<file path="config.mk">
export PLATFORM = sky130hd
export DESIGN_NAME = half_step_bolt_sequencer_core
export DESIGN_NICKNAME = d
export VERILOG_FILES = /design/src/hw/rtl/hsb_pkg.sv /design/src/hw/rtl/hsb_in_reg.sv /design/src/hw/rtl/hsb_seq.sv /design/src/hw/rtl/half_step_bolt_sequencer_core.sv
export VERILOG_INCLUDE_DIRS = /design/src /design/src/hw/rtl
export SDC_FILE = /design/constraint.sdc
export NUM_CORES = 1
export LEC_CHECK = 0
export ABC_AREA = 1
export BUFFER_PORTS_ARGS = -buffer_cell sky130_fd_sc_hd__buf_2
export CORE_ASPECT_RATIO = 0.6
export CORE_MARGIN = 5
export CORE_UTILIZATION = 54
export CTS_CLUSTER_SIZE = 30
export DETAILED_ROUTE_END_ITERATION = 10
export PLACE_DENSITY_LB_ADDON = 0.12
export SLEW_MARGIN = 5
export SYNTH_ARGS = -nofsm -noshare
export SYNTH_HDL_FRONTEND = slang
export SYNTH_SLANG_ARGS = --single-unit
</file>
<file path="constraint.sdc">
create_clock -name clk -period 3.5 [get_ports clk]
set_clock_uncertainty 0.05 [all_clocks]
set_input_delay 0.35 -clock clk [delete_from_list [all_inputs] [get_ports clk]]
set_output_delay 0.35 -clock clk [all_outputs]
set_load 0.01 [all_outputs]
</file>
<file path="src/hw/rtl/half_step_bolt_sequencer_core_defines.svh">
// ----------------------------------------------------------------------------
// Half-step bolt sequencer assertion macros
// Shared concurrent assertion forms used by the sequencer top level.
// ----------------------------------------------------------------------------
`ifndef HALF_STEP_BOLT_SEQUENCER_CORE_DEFINES_SVH
`define HALF_STEP_BOLT_SEQUENCER_CORE_DEFINES_SVH

// Same-cycle implication, disabled during reset.
`define HSB_ASSERT_NOW(label, pre, post, msg) \
  label: assert property (@(posedge clk) disable iff (!rst_n) (pre) |-> (post)) \
    else $error(msg);

// Next-cycle implication, disabled during reset.
`define HSB_ASSERT_NEXT(label, pre, post, msg) \
  label: assert property (@(posedge clk) disable iff (!rst_n) (pre) |=> (post)) \
    else $error(msg);

`endif

</file>
<file path="src/hw/rtl/hsb_pkg.sv">
// ----------------------------------------------------------------------------
// Half-step bolt sequencer package
// Command and register codes, shared structs and the half-step coil table.
// ----------------------------------------------------------------------------
package hsb_pkg;

  localparam int STEP_BITS_DEF = 16;
  localparam int CFG_IDX_W     = 2;

  localparam logic [2:0] CMD_TICK   = 3'd0;
  localparam logic [2:0] CMD_LOCK   = 3'd1;
  localparam logic [2:0] CMD_UNLOCK = 3'd2;
  localparam logic [2:0] CMD_REOPEN = 3'd3;
  localparam logic [2:0] CMD_JOG    = 3'd4;

  localparam logic [CFG_IDX_W-1:0] CFG_LOCK_STEPS = 2'd0;
  localparam logic [CFG_IDX_W-1:0] CFG_LOCK_DIR   = 2'd1;
  localparam logic [CFG_IDX_W-1:0] CFG_STEP_DELAY = 2'd2;

  localparam logic [15:0] LOCK_STEPS_RST = 16'd1024;
  localparam logic [15:0] STEP_DELAY_RST = 16'd1000;

  typedef struct packed {
    logic [2:0]  command;
    logic        jog_open;
    logic [15:0] jog_steps;
  } hsb_item_t;

  typedef struct packed {
    logic [15:0] lock_steps;
    logic        lock_dir_reversed;
    logic [15:0] step_delay;
  } hsb_cfg_t;

  typedef struct packed {
    logic [3:0] coils;
    logic [2:0] phase;
    logic       busy_res;
    logic       done_res;
    logic       rejected;
  } hsb_res_t;

  // Half-step pattern: bit0 is coil 1.
  function automatic logic [3:0] hsb_coil(input logic [2:0] ph);
    logic [3:0] c;
    unique case (ph)
      3'd0: c = 4'h1;
      3'd1: c = 4'h3;
      3'd2: c = 4'h2;
      3'd3: c = 4'h6;
      3'd4: c = 4'h4;
      3'd5: c = 4'hC;
      3'd6: c = 4'h8;
      3'd7: c = 4'h9;
      default: c = 4'h0;
    endcase
    return c;
  endfunction

endpackage

</file>
<file path="src/hw/rtl/hsb_in_reg.sv">
// ----------------------------------------------------------------------------
// Half-step bolt sequencer input register
// Captures one item and holds it until the sequencer takes it.
// ----------------------------------------------------------------------------
module hsb_in_reg
  import hsb_pkg::*;
(
  input  logic      clk,
  input  logic      rst_n,
  input  logic      in_valid,
  output logic      in_stall,
  input  hsb_item_t in_item,
  input  logic      take,
  output logic      item_vld,
  output hsb_item_t item
);

  logic      vld_r, vld_nxt;
  hsb_item_t item_r;
  logic      load;

  assign in_stall = vld_r && !take;
  assign load     = in_valid && !in_stall;
  assign vld_nxt  = load || (vld_r && !take);

  always_ff @(posedge clk) begin
    if (!rst_n) begin
      vld_r <= 1'b0;
    end else begin
      vld_r <= vld_nxt;
    end
  end

  always_ff @(posedge clk) begin
    if (load) begin
      item_r <= in_item;
    end
  end

  assign item_vld = vld_r;
  assign item     = item_r;

endmodule

</file>
<file path="src/hw/rtl/hsb_seq.sv">
// ----------------------------------------------------------------------------
// Half-step bolt sequencer state and step logic
// Holds the move state and computes one item's update and result.
// ----------------------------------------------------------------------------
module hsb_seq
  import hsb_pkg::*;
#(
  parameter int STEP_BITS = STEP_BITS_DEF
) (
  input  logic      clk,
  input  logic      rst_n,
  input  logic      fire,
  input  hsb_item_t item,
  input  hsb_cfg_t  cfg,
  output hsb_res_t  res
);

  logic [2:0]           phase_r, phase_nxt;
  logic [3:0]           coil_r, coil_nxt;
  logic [STEP_BITS-1:0] steps_r, steps_nxt;
  logic                 dir_r, dir_nxt;
  logic                 pend_r, pend_nxt;
  logic [15:0]          dly_r, dly_nxt;
  logic                 run_r, run_nxt;

  logic [31:0]          lock_w, reopen_w, jog_w;
  logic [STEP_BITS-1:0] steps_a, steps_b;
  logic                 dir_a, dir_b, pend_a, pend_b;
  logic [15:0]          dly_dec;
  logic                 adv, start, done, rej, up;

  assign lock_w   = {16'b0, cfg.lock_steps};
  assign reopen_w = {19'b0, cfg.lock_steps[15:3]};
  assign jog_w    = {16'b0, item.jog_steps};
  assign dly_dec  = (dly_r != 16'd0) ? dly_r - 16'd1 : 16'd0;

  always_comb begin
    phase_nxt = phase_r;
    coil_nxt  = coil_r;
    steps_nxt = steps_r;
    dir_nxt   = dir_r;
    pend_nxt  = pend_r;
    dly_nxt   = dly_r;
    run_nxt   = run_r;
    steps_a   = steps_r;
    dir_a     = dir_r;
    pend_a    = pend_r;
    steps_b   = steps_r;
    dir_b     = dir_r;
    pend_b    = pend_r;
    adv       = 1'b0;
    start     = 1'b0;
    done      = 1'b0;
    rej       = 1'b0;
    up        = 1'b0;

    if (fire) begin
      if (run_r) begin
        if (item.command != CMD_TICK) begin
          rej = 1'b1;
        end else begin
          dly_nxt = dly_dec;
          adv     = (dly_dec == 16'd0);
        end
      end else begin
        unique case (item.command)
          CMD_LOCK: begin
            start = 1'b1; dir_a = 1'b0; pend_a = 1'b0;
            steps_a = lock_w[STEP_BITS-1:0];
          end
          CMD_UNLOCK: begin
            start = 1'b1; dir_a = 1'b1; pend_a = 1'b0;
            steps_a = lock_w[STEP_BITS-1:0];
          end
          CMD_REOPEN: begin
            start = 1'b1; dir_a = 1'b0; pend_a = 1'b1;
            steps_a = reopen_w[STEP_BITS-1:0];
          end
          CMD_JOG: begin
            start = 1'b1; dir_a = item.jog_open; pend_a = 1'b0;
            steps_a = jog_w[STEP_BITS-1:0];
          end
          default: start = 1'b0;
        endcase
        if (start) begin
          run_nxt = 1'b1;
          dly_nxt = 16'd0;
          adv     = 1'b1;
        end
      end
    end

    if (adv) begin
      steps_b = steps_a;
      dir_b   = dir_a;
      pend_b  = pend_a;
      // Lock-side segment of a reopen is over: turn around for the full stroke.
      if (steps_a == '0 && pend_a) begin
        pend_b  = 1'b0;
        dir_b   = 1'b1;
        steps_b = lock_w[STEP_BITS-1:0];
      end
      dir_nxt  = dir_b;
      pend_nxt = pend_b;
      if (steps_b != '0) begin
        up        = !(dir_b ^ cfg.lock_dir_reversed);
        phase_nxt = up ? phase_r + 3'd1 : phase_r - 3'd1;
        coil_nxt  = hsb_coil(phase_nxt);
        steps_nxt = steps_b - {{(STEP_BITS-1){1'b0}}, 1'b1};
        dly_nxt   = cfg.step_delay;
      end else begin
        steps_nxt = steps_b;
        coil_nxt  = 4'h0;
        run_nxt   = 1'b0;
        dly_nxt   = 16'd0;
        done      = 1'b1;
      end
    end
  end

  always_ff @(posedge clk) begin
    if (!rst_n) begin
      phase_r <= 3'd0;
      coil_r  <= 4'h0;
      steps_r <= '0;
      dir_r   <= 1'b0;
      pend_r  <= 1'b0;
      dly_r   <= 16'd0;
      run_r   <= 1'b0;
    end else if (fire) begin
      phase_r <= phase_nxt;
      coil_r  <= coil_nxt;
      steps_r <= steps_nxt;
      dir_r   <= dir_nxt;
      pend_r  <= pend_nxt;
      dly_r   <= dly_nxt;
      run_r   <= run_nxt;
    end
  end

  assign res.coils    = coil_nxt;
  assign res.phase    = phase_nxt;
  assign res.busy_res = run_nxt;
  assign res.done_res = done;
  assign res.rejected = rej;

endmodule

</file>
<file path="src/hw/rtl/half_step_bolt_sequencer_core.sv">
// ----------------------------------------------------------------------------
// Half-step bolt sequencer core
// Four-coil stepper driver with the eight-phase half-step pattern, driven by
// tick and command items, one result item per input item.
// ----------------------------------------------------------------------------
//  channel  | direction | handshake           | payload
//  ---------+-----------+---------------------+------------------------------
//  in_      | input     | in_valid / in_stall | command, jog_open, jog_steps
//  out_     | output    | out_valid/out_stall | coils, phase, busy, done, rej
//  cfg_     | input     | cfg_valid/cfg_ready | cfg_index, cfg_data
//
//  One item per clock sustained while the output is not stalled; each item
//  waits in the input register, and its result is loaded into the result
//  register when the sequencer takes it and is offered from then on. The
//  move state update is one short pass through the step logic between those
//  registers.
//  Reset is synchronous and active low; registers come up at 1024 lock steps,
//  normal direction and a 1000-tick step delay. No clearing pass.
//  A stalled result holds in the result register; the input register then
//  fills and in_stall rises, so nothing is dropped or repeated.
// ----------------------------------------------------------------------------
`include "half_step_bolt_sequencer_core_defines.svh"

module half_step_bolt_sequencer_core
  import hsb_pkg::*;
#(
  parameter int STEP_BITS = STEP_BITS_DEF
) (
  input  logic                 clk,
  input  logic                 rst_n,
  // input items
  input  logic                 in_valid,
  output logic                 in_stall,
  input  logic [2:0]           in_command,
  input  logic                 in_jog_open,
  input  logic [15:0]          in_jog_steps,
  // result items
  output logic                 out_valid,
  input  logic                 out_stall,
  output logic [3:0]           out_coils,
  output logic [2:0]           out_phase,
  output logic                 out_busy_res,
  output logic                 out_done_res,
  output logic                 out_rejected,
  // register writes
  input  logic                 cfg_valid,
  output logic                 cfg_ready,
  input  logic [CFG_IDX_W-1:0] cfg_index,
  input  logic [15:0]          cfg_data
);

  hsb_item_t in_item, item;
  hsb_cfg_t  cfg_r, cfg_nxt;
  hsb_res_t  res, res_r;
  logic      item_vld, fire;
  logic      out_vld_r, out_vld_nxt;

  assign in_item.command   = in_command;
  assign in_item.jog_open  = in_jog_open;
  assign in_item.jog_steps = in_jog_steps;

  // Process the held item whenever the result register is free or draining.
  assign fire = item_vld && (!out_vld_r || !out_stall);

  hsb_in_reg u_in_reg (
    .clk      (clk),
    .rst_n    (rst_n),
    .in_valid (in_valid),
    .in_stall (in_stall),
    .in_item  (in_item),
    .take     (fire),
    .item_vld (item_vld),
    .item     (item)
  );

  hsb_seq #(
    .STEP_BITS (STEP_BITS)
  ) u_seq (
    .clk   (clk),
    .rst_n (rst_n),
    .fire  (fire),
    .item  (item),
    .cfg   (cfg_r),
    .res   (res)
  );

  // Register file: always ready; writes beyond the list are dropped.
  assign cfg_ready = 1'b1;

  always_comb begin
    cfg_nxt = cfg_r;
    if (cfg_valid && cfg_ready) begin
      unique case (cfg_index)
        CFG_LOCK_STEPS: cfg_nxt.lock_steps        = cfg_data;
        CFG_LOCK_DIR:   cfg_nxt.lock_dir_reversed = cfg_data[0];
        CFG_STEP_DELAY: cfg_nxt.step_delay        = cfg_data;
        default:        cfg_nxt = cfg_r;
      endcase
    end
  end

  always_ff @(posedge clk) begin
    if (!rst_n) begin
      cfg_r.lock_steps        <= LOCK_STEPS_RST;
      cfg_r.lock_dir_reversed <= 1'b0;
      cfg_r.step_delay        <= STEP_DELAY_RST;
    end else begin
      cfg_r <= cfg_nxt;
    end
  end

  // Result register: load on fire, drop once taken, hold while stalled.
  always_comb begin
    priority if (fire) begin
      out_vld_nxt = 1'b1;
    end else if (!out_stall) begin
      out_vld_nxt = 1'b0;
    end else begin
      out_vld_nxt = out_vld_r;
    end
  end

  always_ff @(posedge clk) begin
    if (!rst_n) begin
      out_vld_r <= 1'b0;
    end else begin
      out_vld_r <= out_vld_nxt;
    end
  end

  always_ff @(posedge clk) begin
    if (fire) begin
      res_r <= res;
    end
  end

  assign out_valid    = out_vld_r;
  assign out_coils    = res_r.coils;
  assign out_phase    = res_r.phase;
  assign out_busy_res = res_r.busy_res;
  assign out_done_res = res_r.done_res;
  assign out_rejected = res_r.rejected;

  // A finished move leaves the coils off and the block idle.
  `HSB_ASSERT_NOW(a_done_idle, out_valid && out_done_res, !out_busy_res && out_coils == 4'h0, "done with coils on or busy")
  // A rejected command only happens during a move, which it leaves running.
  `HSB_ASSERT_NOW(a_rej_busy, out_valid && out_rejected, out_busy_res && !out_done_res, "reject outside a move")
  // The input side stalls only while an item waits in the input register.
  `HSB_ASSERT_NOW(a_stall_full, in_stall, item_vld && !fire, "input stall without held item")
  // A stalled result stays valid.
  `HSB_ASSERT_NEXT(a_res_hold, out_valid && out_stall, out_valid, "result lost under stall")

endmodule
</file>
==> impl_results.md <==
- Status: complete, but fails checks
- Failing checks: negative setup slack
- Top FF cell, synth: dfxtp_1
- Global-route wire length before repair: 28.2 mm
- Final worst setup slack: -0.0419 ns
- Max-cap violation count: 0
- Rel. slew slack: 44.1%
- Drt total wl: 19.1 mm
- Register-to-Register Path Depth: 25
- Final Wtd Congestion: 1.01
- Clock buffer depth: 2
- Dpl cell area: 6410 µm²
- Syn_area_per_cell: 6.96 µm²
- Die H: 91.4 µm
- Pwr Total: 0.00347 W
- DRT antenna net count: 0
- Ys async rst share: 0%
- Post-synthesis mux area share: 0%
- DR iter-0 viols: 713
- DRC viols: 0
- Crit. End Element: flop
- Syn nets: 906
- Simple-gate share of the synthesized area: 33.5%
- Pwr per Cell Area: 475 nW/µm²
- Site Rows: 29
- Hold-fix buffers, CTS: 0
- Slew Viols, Final: 0
- Detail Placement HPWL: 13.3 mm
- Die area: 13300 µm²
- Critical Path AT: 3.60 ns
- Gr usage total: 26.0%
- Layout cells sized above 1: 20.9%
- Non-Filler Instances: 1078
- Die W: 146 µm
- Antenna cell count: 0
- CTS root buffer: clkbuf_16
- Largest family of logic cells by synthesized area: simple AND/OR/NAND/NOR gates
- CTS Buf Count: 9
- Worst endpoint required time: 3.56 ns
- Max Clk Rate: 0.282 GHz
- Min-Delay Path Depth: 1
- Core Region: 10700 µm²
- P&R area growth vs syn: 22.7%
- Reg clk slew, reported paths: 0.08 ns
- # IOs: 56
- Kind of critical path: reg -> reg
- Overflow after GRT: 0
- CTS tree: built
- Port Buffer Count: 54
- Cell count after synthesis: 856
- Pin count of the biggest net entering global routing: 54
- DR WL/cell: 17.7 µm
- Worst path slowest cell: edfxtp_1
- Synth Area in Compound Gates: 12.7%
- Final Instance Area: 7310 µm²
- Post-synthesis cell area: 5960 µm²
- Commonest non-fill, non-tap cell in the layout: nand2_1
- Htree depth: 3
- Vias in the first global route: 5366
- Worst-Margin Slew: 0.837 ns
- Skew-Pair Late Insertion Delay: 0.35 ns
- Layout net count: 984
- RSZ-0062 raised after global routing: true
- Hold Vio Cnt, Final: 0
- Maximum VDD drop: 0.311 mV
- HP Class: in -> reg
- Inst Count DP: 1035
- Most frequent cells in the layout: nand2_1 (187), nor2_1 (101), inv_1 (81), nand3_1 (80), dfxtp_1 (77)
- DRT Pass-1 Iters: 9
- Initial antenna violation count: 0
- Synth warn: 0
- Synth cell types: 39
- Initial Utilization: 55.9%
- CP max stage delay: 0.44 ns
- Via Count: 6339
- Crit start category: flop
- Xor/xnor share of the synthesized area: 2.06%
- Setup violators final: 4
- Crit share post-route: 101%
- Synth Register Bits: 107
- Post-Synth Adder-Cell Area: 1.60%
- LEAKAGE: 3.45 nW
- Worst-path fanout max: 5
- Sequential fraction of the synthesis area: 41.0%
- CTS sink count: 107
- Period minus WS final: 3.54 ns
- Number of synthesized flops with an enable pin: 30
- Via density: 5.88
synthesized netlist by cell type, types with 4 or more instances:
cell type | instances | area, µm²
nand3_2 | 6 | 60.1
nand2_1 | 205 | 769
a21oi_1 | 45 | 225
buf_6 | 4 | 45.0
dfxtp_1 | 77 | 1540
nor2_1 | 106 | 398
o21ai_1 | 17 | 85.1
buf_2 | 9 | 45.0
ha_1 | 6 | 75.1
xnor2_1 | 6 | 52.6
xor2_1 | 8 | 70.1
edfxtp_1 | 30 | 901
nand4_1 | 27 | 169
nand2_2 | 5 | 31.3
nor3_1 | 8 | 40.0
nand3_1 | 82 | 410
inv_1 | 85 | 319
a31oi_1 | 13 | 81.3
clkbuf_1 | 22 | 82.6
buf_4 | 4 | 30.0
o21ai_0 | 63 | 315
timing repair:
action | CTS | global route
pin swaps | 0 | 26
gates cloned | 0 | 5
resized for setup | 4 | 77
setup endpoints to repair | 7 | 47
setup buffers | 1 | 21
final timing paths:
kind	start	end	slack, ns
worst max-delay path	u_in_reg.item[18]$_DFFE_PP_	out_coils[0]$_DFFE_PP_	-0.04
worst min-delay path	in_jog_steps[11]	u_in_reg.item[11]$_DFFE_PP_	0.12
worst max register to register	u_in_reg.item[18]$_DFFE_PP_	out_coils[0]$_DFFE_PP_	-0.04
worst min register to register	cfg_r[5]$_SDFFE_PN1P_	cfg_r[5]$_SDFFE_PN1P_	0.42
per-stage QoR:
| stage | setup TNS [ns] | hold slack (ns) | setup WS (ns) | util, % |
|---|---|---|---|---|
| finish | -0.0796 | 0.116 | -0.0419 | 68.5 |
| global route | -3.29 | 0.111 | -0.212 | 68.5 |
| CTS | 0 | 0.114 | 0.00775 | 63.3 |
| detailed placement | -0.0424 | 0.405 | -0.0229 | 60.1 |
| global placement | 0 | 0.398 | 0.0841 | 60.1 |
| floorplan | 0 | 0.380 | 0.158 | - |
layer usage:
metal	GRT usage (%)	up-vias	routed length, µm
met1	40.4	2933	8490
met5	0	-	0
met3	6.07	40	2180
met2	36.7	386	8120
met4	4.97	0	333
li1	-	2980	-
final cells by class:
cell class,instances,area (µm²)
tap,139,174
sequential,107,2440
inverter,87,327
multi-input combinational,625,3350
clock inverter,6,76.3
fill,905,3360
timing repair buffer,104,704
clock buffer,10,239
critical path: cells and delay by family, from the launching register on:
family | cells | cell delay [ns]
buf+inv | 5 | 0.51
flops | 1 | 0.44
fa+ha+maj | 1 | 0.35
compound gates | 1 | 0.22
xor+xnor | 1 | 0.19
simple gates | 17 | 1.51
cell families (layout without fill, tap and decap cells):
family          count (synthesis)  count (layout)
flops                         107             107
buf+inv                       129             207
xor+xnor                       14              14
other cells                     1               1
compound gates                144             144
fa+ha+maj                       7               7
simple gates                  454             459
flip-flops by register name, summed over array words and instances (netlist names), 3 cells and up:
register	flops
out_coils	4
u_seq.dly_r	16
out_phase	3
cfg_r	33
u_seq.coil_r	4
u_seq.phase_r	3
u_in_reg.item	20
u_seq.steps_r	16
report_power, final:
| part | switching [W] | leakage [nW] | internal, W |
|---|---|---|---|
| combinational | 0.000635 | 2.37 | 0.000349 |
| clock | 0.000494 | 0.156 | 0.000591 |
| sequential | 0.0000559 | 0.920 | 0.00135 |
| total | 0.00119 | 3.45 | 0.00229 |
(Power assumes the default switching activity.)
